===== src/rtl/core/isu_pkg.sv =====
// Shared types and codes for the indexed sequence store.
// No dependencies; every other file in rtl/core uses this package.
`timescale 1ns / 1ps

package isu_pkg;

  localparam int unsigned MODE_W = 2;
  localparam int unsigned POS_W = 5;
  localparam int unsigned DATA_W = 32;
  localparam int unsigned STAT_W = 2;

  localparam logic [MODE_W-1:0] MODE_INSERT = 2'd0;
  localparam logic [MODE_W-1:0] MODE_DELETE = 2'd1;
  localparam logic [MODE_W-1:0] MODE_READ = 2'd2;

  localparam logic [STAT_W-1:0] ST_OK = 2'd0;
  localparam logic [STAT_W-1:0] ST_BAD_POS = 2'd1;
  localparam logic [STAT_W-1:0] ST_EMPTY = 2'd2;
  localparam logic [STAT_W-1:0] ST_FULL = 2'd3;

  localparam logic signed [DATA_W-1:0] NO_VALUE = '1;

  // Command broadcast to every cell of the chain.
  typedef struct packed {
    logic insert_en;
    logic delete_en;
    logic [POS_W-1:0] position;
  } cell_cmd_t;

endpackage


===== src/rtl/core/isu_req_if.sv =====
// Request channel of the indexed sequence store: valid, ready and the request fields.
// Depends on isu_pkg for field widths.
`timescale 1ns / 1ps

interface isu_req_if;
  logic valid;
  logic ready;
  logic [isu_pkg::MODE_W-1:0] mode;
  logic [isu_pkg::POS_W-1:0] position;
  logic signed [isu_pkg::DATA_W-1:0] item_value;

  modport source (output valid, output mode, output position, output item_value, input ready);
  modport sink (input valid, input mode, input position, input item_value, output ready);
endinterface


===== src/rtl/core/isu_rsp_if.sv =====
// Response channel of the indexed sequence store: valid, ready and the result fields.
// Depends on isu_pkg for field widths.
`timescale 1ns / 1ps

interface isu_rsp_if;
  logic valid;
  logic ready;
  logic [isu_pkg::STAT_W-1:0] status;
  logic signed [isu_pkg::DATA_W-1:0] read_value;
  logic [isu_pkg::POS_W-1:0] entry_count;

  modport source (output valid, output status, output read_value, output entry_count,
                  input ready);
  modport sink (input valid, input status, input read_value, input entry_count,
                output ready);
endinterface


===== src/rtl/core/isu_cell.sv =====
// One storage cell of the sequence chain: holds one entry and shifts with its neighbors.
// Depends on isu_pkg for the command struct and data width.
`timescale 1ns / 1ps

module isu_cell #(
  parameter int unsigned INDEX = 0,
  parameter int unsigned CMP_W = 5
) (
  input  logic clk,
  input  isu_pkg::cell_cmd_t cmd,
  input  logic signed [isu_pkg::DATA_W-1:0] item_value,
  input  logic signed [isu_pkg::DATA_W-1:0] left_value,
  input  logic signed [isu_pkg::DATA_W-1:0] right_value,
  output logic signed [isu_pkg::DATA_W-1:0] value
);

  logic [CMP_W-1:0] pos_ext;
  logic at_pos;
  logic after_pos;

  assign pos_ext = CMP_W'(cmd.position);
  assign at_pos = (pos_ext == CMP_W'(INDEX));
  assign after_pos = (CMP_W'(INDEX) > pos_ext);

  // Insert opens a gap at the target and pushes later entries up; delete
  // pulls the target and later entries down from the right neighbor.
  always_ff @(posedge clk) begin
    if (cmd.insert_en) begin
      if (at_pos) begin
        value <= item_value;
      end else if (after_pos) begin
        value <= left_value;
      end
    end else if (cmd.delete_en && (at_pos || after_pos)) begin
      value <= right_value;
    end
  end

endmodule


===== src/rtl/core/indexed_sequence_store_unit.sv =====
// Top level of the indexed sequence store: request decode, count, cell chain, result register.
// Depends on isu_pkg, isu_req_if, isu_rsp_if and isu_cell.
`timescale 1ns / 1ps

// Channel  Direction  Fields                                   Transaction
// req      in         mode, position, item_value               valid & ready at clk edge
// rsp      out        status, read_value, entry_count          valid & ready at clk edge
//
// The decode against the count and a compare of the position in every
// cell settle in the cycle of acceptance, and the result is registered.
// One request is accepted in every cycle while no result is stalled.
// rst (synchronous, active high) empties the store; entries stay undefined
// until inserted and need no clearing pass. No request is taken while rst
// is high.
// A stalled result holds the output register and stops new requests; the
// block accepts again in the cycle in which the waiting result is taken.

module indexed_sequence_store_unit #(
  parameter int unsigned DEPTH = 16
) (
  input logic clk,
  input logic rst,
  isu_req_if.sink req,
  isu_rsp_if.source rsp
);

  localparam int unsigned POS_W = isu_pkg::POS_W;
  localparam int unsigned DATA_W = isu_pkg::DATA_W;
  localparam int unsigned CNT_W = $clog2(DEPTH + 1);
  // Compare width covers both the position field and the count.
  localparam int unsigned CMP_W = (CNT_W > POS_W) ? CNT_W : POS_W;
  // Only the first cells are reachable by a five-bit position.
  localparam int unsigned RD_N = (DEPTH < (1 << POS_W)) ? DEPTH : (1 << POS_W);

  logic [CNT_W-1:0] count;
  logic [CNT_W-1:0] count_next;
  logic fire;
  logic ins_ok;
  logic del_ok;
  logic [isu_pkg::STAT_W-1:0] status_next;
  logic signed [DATA_W-1:0] read_next;
  logic signed [DATA_W-1:0] rd_sel;
  logic [CMP_W-1:0] pos_ext;
  logic [CMP_W-1:0] cnt_ext;
  logic [CMP_W-1:0] cnt_next_ext;
  isu_pkg::cell_cmd_t cmd;
  logic signed [DATA_W-1:0] cell_value [DEPTH];

  // The output register parts the two sides: a new request is taken
  // whenever the waiting result leaves in the same cycle or none waits.
  assign req.ready = !rst && (!rsp.valid || rsp.ready);
  assign fire = req.valid && req.ready;

  assign pos_ext = CMP_W'(req.position);
  assign cnt_ext = CMP_W'(count);

  // Read selection over the reachable cells.
  always_comb begin
    rd_sel = isu_pkg::NO_VALUE;
    for (int k = 0; k < RD_N; k++) begin
      if (req.position == POS_W'(k)) begin
        rd_sel = cell_value[k];
      end
    end
  end

  // Request decode. The empty test on delete comes before the position
  // test, and an unused mode is answered as ok with no change.
  always_comb begin
    status_next = isu_pkg::ST_OK;
    read_next = isu_pkg::NO_VALUE;
    ins_ok = 1'b0;
    del_ok = 1'b0;
    count_next = count;
    unique case (req.mode)
      isu_pkg::MODE_INSERT: begin
        if (pos_ext > cnt_ext) begin
          status_next = isu_pkg::ST_BAD_POS;
        end else if (count == CNT_W'(DEPTH)) begin
          status_next = isu_pkg::ST_FULL;
        end else begin
          ins_ok = 1'b1;
          count_next = count + 1'b1;
        end
      end
      isu_pkg::MODE_DELETE: begin
        if (count == '0) begin
          status_next = isu_pkg::ST_EMPTY;
        end else if (pos_ext >= cnt_ext) begin
          status_next = isu_pkg::ST_BAD_POS;
        end else begin
          del_ok = 1'b1;
          count_next = count - 1'b1;
        end
      end
      isu_pkg::MODE_READ: begin
        if (pos_ext >= cnt_ext) begin
          status_next = isu_pkg::ST_BAD_POS;
        end else begin
          read_next = rd_sel;
        end
      end
      default: begin
        status_next = isu_pkg::ST_OK;
      end
    endcase
  end

  assign cnt_next_ext = CMP_W'(count_next);

  assign cmd.insert_en = fire && ins_ok;
  assign cmd.delete_en = fire && del_ok;
  assign cmd.position = req.position;

  // The chain: each cell sees its left neighbor for an insert and its right
  // neighbor for a delete. The head has no left neighbor and the tail keeps
  // its own value when the chain closes up.
  for (genvar i = 0; i < DEPTH; i++) begin : g_cell
    logic signed [DATA_W-1:0] left_value;
    logic signed [DATA_W-1:0] right_value;

    if (i == 0) begin : g_head
      assign left_value = req.item_value;
    end else begin : g_left
      assign left_value = cell_value[i-1];
    end

    if (i == DEPTH - 1) begin : g_tail
      assign right_value = cell_value[i];
    end else begin : g_right
      assign right_value = cell_value[i+1];
    end

    isu_cell #(
      .INDEX(i),
      .CMP_W(CMP_W)
    ) u_cell (
      .clk(clk),
      .cmd(cmd),
      .item_value(req.item_value),
      .left_value(left_value),
      .right_value(right_value),
      .value(cell_value[i])
    );
  end

  always_ff @(posedge clk) begin
    if (rst) begin
      count <= '0;
      rsp.valid <= 1'b0;
    end else begin
      if (fire) begin
        count <= count_next;
        rsp.valid <= 1'b1;
      end else if (rsp.ready) begin
        rsp.valid <= 1'b0;
      end
    end
  end

  // Result payload; the reported count is masked to the field width.
  always_ff @(posedge clk) begin
    if (fire) begin
      rsp.status <= status_next;
      rsp.read_value <= read_next;
      rsp.entry_count <= cnt_next_ext[POS_W-1:0];
    end
  end

  // The count never passes the capacity.
  a_count_bound: assert property (@(posedge clk) disable iff (rst)
    count <= CNT_W'(DEPTH))
    else $error("entry count exceeds capacity");

  // A successful insert grows the store by exactly one entry.
  a_insert_grows: assert property (@(posedge clk) disable iff (rst)
    (fire && ins_ok) |=> (count == $past(count) + 1'b1))
    else $error("insert did not grow the count by one");

  // A successful delete shrinks the store by exactly one entry.
  a_delete_shrinks: assert property (@(posedge clk) disable iff (rst)
    (fire && del_ok) |=> (count == $past(count) - 1'b1))
    else $error("delete did not shrink the count by one");

  // A full report is only given while the store really is full.
  a_full_report: assert property (@(posedge clk) disable iff (rst)
    (rsp.valid && rsp.status == isu_pkg::ST_FULL) |-> (count == CNT_W'(DEPTH)))
    else $error("full status reported on a store that is not full");

  // A waiting result blocks new requests.
  a_stall_blocks: assert property (@(posedge clk) disable iff (rst)
    (rsp.valid && !rsp.ready) |-> !req.ready)
    else $error("request accepted while a result is stalled");

endmodule

===== src/flat_wrapper.sv =====
// flat-port wrapper written by rule: the top's interface ports become plain ports
module indexed_sequence_store_unit_flat 
#(
  parameter int unsigned DEPTH = 16
)
  (clk, rst, req_valid, req_mode, req_position, req_item_value, req_ready, rsp_valid, rsp_status, rsp_read_value, rsp_entry_count, rsp_ready);
  isu_req_if req_i ();
  isu_rsp_if rsp_i ();
  input logic clk;
  input logic rst;
  input wire logic [$bits(req_i.valid)-1:0] req_valid;
  input wire logic [$bits(req_i.mode)-1:0] req_mode;
  input wire logic [$bits(req_i.position)-1:0] req_position;
  input wire logic [$bits(req_i.item_value)-1:0] req_item_value;
  output wire logic [$bits(req_i.ready)-1:0] req_ready;
  output wire logic [$bits(rsp_i.valid)-1:0] rsp_valid;
  output wire logic [$bits(rsp_i.status)-1:0] rsp_status;
  output wire logic [$bits(rsp_i.read_value)-1:0] rsp_read_value;
  output wire logic [$bits(rsp_i.entry_count)-1:0] rsp_entry_count;
  input wire logic [$bits(rsp_i.ready)-1:0] rsp_ready;
  assign req_i.valid = req_valid;
  assign req_i.mode = req_mode;
  assign req_i.position = req_position;
  assign req_i.item_value = req_item_value;
  assign req_ready = req_i.ready;
  assign rsp_valid = rsp_i.valid;
  assign rsp_status = rsp_i.status;
  assign rsp_read_value = rsp_i.read_value;
  assign rsp_entry_count = rsp_i.entry_count;
  assign rsp_i.ready = rsp_ready;
  indexed_sequence_store_unit #(.DEPTH(DEPTH)) u_core (.clk(clk), .rst(rst), .req(req_i), .rsp(rsp_i));
endmodule

===== config.mk =====
export PLATFORM = sky130hd
export DESIGN_NAME = indexed_sequence_store_unit_flat
export DESIGN_NICKNAME = d
export VERILOG_FILES = /design/src/rtl/core/isu_pkg.sv /design/src/rtl/core/isu_req_if.sv /design/src/rtl/core/isu_rsp_if.sv /design/src/rtl/core/isu_cell.sv /design/src/rtl/core/indexed_sequence_store_unit.sv /design/src/flat_wrapper.sv
export SDC_FILE = /design/constraint.sdc
export NUM_CORES = 2
export LEC_CHECK = 0
export BUFFER_PORTS_ARGS = -buffer_cell sky130_fd_sc_hd__buf_2
export CAP_MARGIN = 20
export CORE_MARGIN = 10
export CORE_UTILIZATION = 45
export CTS_CLUSTER_DIAMETER = 50
export DETAILED_ROUTE_END_ITERATION = 10
export SLEW_MARGIN = 10
export SYNTH_ARGS = -nofsm -noshare
export SYNTH_HDL_FRONTEND = slang
export SYNTH_SLANG_ARGS = --single-unit

===== constraint.sdc =====
create_clock -name clk -period 6.1 [get_ports clk]
set_input_delay 0.305 -clock clk [delete_from_list [all_inputs] [get_ports clk]]
set_output_delay 0.305 -clock clk [all_outputs]
set_load 0.05 [all_outputs]

==> impl_metrics.json <==
{
  "outcome": "finished, violations left",
  "violations": "design-rule violations",
  "fmax_ghz": 0.239,
  "yosysUniqueCellTypes": 70,
  "drt_iter0_markers": 3542,
  "cts_buffer_depth": 3,
  "cts.sinks": 557,
  "worst-path-max-fanout": 22,
  "numCtsBuffers": 72,
  "ant_nets": 0,
  "maxCapViolCount": 0,
  "hold_class": "in -> reg",
  "rsz0062_at_grt": "false",
  "clk_latency_ns": 0.62,
  "power_w": 0.00910,
  "crit_arrival_ns": 4.49,
  "clk_pin_slew_worst_paths_ns": 0.05,
  "drive_gt1_share_pct": 11.3,
  "wl_um": 114000,
  "post-route-cell-area_um2": 36000,
  "maxSlewViolCount": 0,
  "cellLeakagePower_nw": 12.9,
  "worst_pin_slew_ns": 1.14,
  "avgSynthCellArea_um2": 9.74,
  "die_area_um2": 83400,
  "synth_area_leaders": "edfxtp_1 (51%), mux2i_1 (9.9%), a21oi_1 (7.8%)",
  "crit_path_cell_trace": "inv_1 -> ha_1 -> nand4_1 -> o221ai_1 -> nor2_1 -> a32oi_2 -> buf_4 -> nor2_4 -> and2_2 -> buf_4",
  "grt_pass1_vias": 26600,
  "setup_viol": 0,
  "route.detailed.drc": 2,
  "synth_edf_count": 551,
  "yosysTopAreaCell": "edfxtp_1",
  "synth_warnings": 0,
  "crit_required_ns": 6.41,
  "htree_levels": 3,
  "num_rows": 98,
  "routed-via-count": 27700,
  "worst-path-buf-inv": 3,
  "hold-path-cell-count": 2,
  "critPathCaptureType": "flop",
  "globalRoute.totalOverflow": 0,
  "tritoncts": "built",
  "maxSlewHeadroom_pct": 24.2,
  "fin_skew_ns": 0.0162,
  "seq_area_frac_synth_pct": 51.3,
  "switchingPower_w": 0.00223,
  "cp.depth": 10,
  "firstDrtPassIters": 9,
  "critPathMaxStageDelay_ns": 0.90,
  "antenna_found_initial": 4,
  "critPathLaunch": "u_core.cnt_ext[4]",
  "stdcell_count": 4280,
  "post_cts_buffers": 0,
  "hold_viol_final": 0,
  "place_ws_ns": 1.88,
  "ys_seq_elements": 557,
  "routabilityCongestion": 0.913,
  "path_class": "reg -> reg",
  "seq_area_um2": 16700,
  "yosysTopAreaCellShare_pct": 50.9,
  "synth_nets": 3386,
  "p_int_w": 0.00688,
  "synth_ff_type": "edfxtp_1",
  "syn_to_final_growth_pct": 10.7,
  "io_pins": 84,
  "placedInstanceArea_um2": 33600,
  "worstHoldStart": "req_mode[1]",
  "final_nets": 3319,
  "timing.final.ws_setup_ns": 1.92,
  "r2r_cells": 10,
  "fill_cells": 6508,
  "cp_top_family": "compound AO/OA/AOI/OAI gates",
  "vias_per_cell": 6.46,
  "switching_share_pct": 24.5,
  "finalCritPeriodShare_pct": 68.6,
  "portBuffers": 83,
  "synth_area_um2": 32500,
  "wire_per_inst_um": 26.6,
  "cts_resized": 0,
  "hpwlAfterDp_um": 70400,
  "grt_max_degree": 181,
  "period_needed_ns": 4.18,
  "comb_power_share_pct": 7.3,
  "die_h_um": 289,
  "core_area_um2": 71500,
  "multiInputGateArea_um2": 14500,
  "grtUsageTotal_pct": 26.5,
  "start_util_pct": 45.5,
  "tns_ns": 0,
  "clockRootBuffer": "clkbuf_16",
  "placedCellCount": 4143,
  "cpMostUsedCell": "buf_4",
  "cellPowerDensity_nw_per_um2": 253,
  "power_frac_seq_pct": 46.3,
  "crit_path_start_kind": "flop",
  "rr_startpoint": "u_core.cnt_ext[4]",
  "grt_pass1_wl_um": 169000,
  "fp.dieW_um": 289,
  "async_reset_ff_share_pct": 0,
  "clkPwrFrac_pct": 46.4,
  "slowest_stage": "a32oi_2",
  "vdd_drop_max_uv": 204,
  "synth_cells": 3336
}
[area by class of cell]
type,instances,share of cell area [%]
multi-input cells,2435,40.3
flip-flops and latches,557,46.3
diodes,2,0.0139
inverters,29,0.303
well taps,950,3.30
clock buffers,90,5.43
repair buffers,174,3.31
clock inverters,43,1.05
[logic make-up after synthesis]
group | Yosys count | share of synthesized area (%)
AOI/OAI and AO/OA | 1036 | 19.2
xor gates and xnor gates | 3 | 0.0809
adders and majority gates | 7 | 0.270
buffers and inverters | 344 | 4.92
DFF | 557 | 51.3
muxes | 373 | 11.7
and+or+nand+nor | 1016 | 12.6
[power by group through the flow]
stage          Sequential (W)  Combinational (W)  Clock [W]
2_1_floorplan         0.00430           0.000394          0
3_3_place_gp          0.00429           0.000630          0
3_5_place_dp          0.00429           0.000643          0
4_1_cts               0.00421           0.000646    0.00428
5_1_grt               0.00421           0.000702    0.00443
6_report              0.00421           0.000664    0.00423
[layout by cell type, fill, tap and decap left out, types with 8 or more instances in the layout]
| master | count |
|---|---|
| clkinvlp_4 | 8 |
| o21a_1 | 33 |
| buf_2 | 81 |
| a211oi_1 | 16 |
| o22ai_1 | 31 |
| buf_4 | 85 |
| a31oi_1 | 174 |
| o32a_1 | 17 |
| o2bb2ai_1 | 15 |
| mux2_2 | 48 |
| o21ai_0 | 86 |
| edfxtp_1 | 551 |
| nor2_4 | 10 |
| o221ai_1 | 16 |
| nand2_1 | 350 |
| a21o_1 | 62 |
| nor2b_1 | 20 |
| inv_1 | 26 |
| clkinv_1 | 19 |
| a221o_1 | 14 |
| mux2i_1 | 323 |
| a21oi_1 | 503 |
| clkbuf_1 | 13 |
| a221oi_1 | 19 |
| clkbuf_16 | 75 |
| o31ai_1 | 14 |
| or3_1 | 16 |
| o22a_1 | 13 |
| nor2_1 | 556 |
[cells in the mapped netlist (all sizes together) (3+ instances only)]
cell type and count:
o2bb2ai 15, o21ai 90, xnor2 3, a211oi 18
o31ai 14, o22ai 31, nand2 356, buf 197
clkbuf 118, mux2 50, a21o 62, or2 5
ha 7, a221o 14, nand2b 6, o21a 33
o32a 17, a21oi 504, and3 3, nand3 7
nor2b 23, o22a 13, nor3b 3, a221oi 19
nor3 13, o31a 3, or3 16, a31oi 174
mux2i 323, and2 4, o221ai 17, dfxtp 6
edfxtp 551, inv 28, nor2 567
[registers in the layout, indices dropped and copies added, names as in the netlist]
| signal | count |
|---|---|
| u_core.rsp.valid | 1 |
| u_core.rsp.status | 2 |
| u_core.cnt_ext | 5 |
| u_core.g_cell.u_cell.value | 512 |
| u_core.rsp.entry_count | 5 |
| u_core.rsp.read_value | 32 |
[what timing repair did]
item                       4_1_cts  5_1_grt
hold endpoints to repair         2        0
setup endpoints to repair        0        0
hold buffers                     2        0
[routing by layer]
layer	share of wire (%)	GRT usage [%]
met4	4.4	12.5
met5	0.0070	0
met1	40	35.4
met3	10	4.88
met2	45	41.5
[stage by stage]
| step | hold slack, ns | utilization, % |
|---|---|---|
| floorplan | 0.377 | - |
| global placement | 0.539 | 47.0 |
| detailed placement | 0.541 | 47.0 |
| CTS | 0.144 | 50.3 |
| global route | 0.199 | 50.3 |
| finish | 0.181 | 50.3 |
[worst paths after layout]
kind	slack (ns)	end
max	1.92	u_core.g_cell[5].u_cell.value[20]
min	0.18	u_core.rsp.status[1]
max reg2reg	1.92	u_core.g_cell[5].u_cell.value[20]
min reg2reg	0.58	u_core.rsp.read_value[18]
Note: power is estimated with default switching activity, not from simulation.
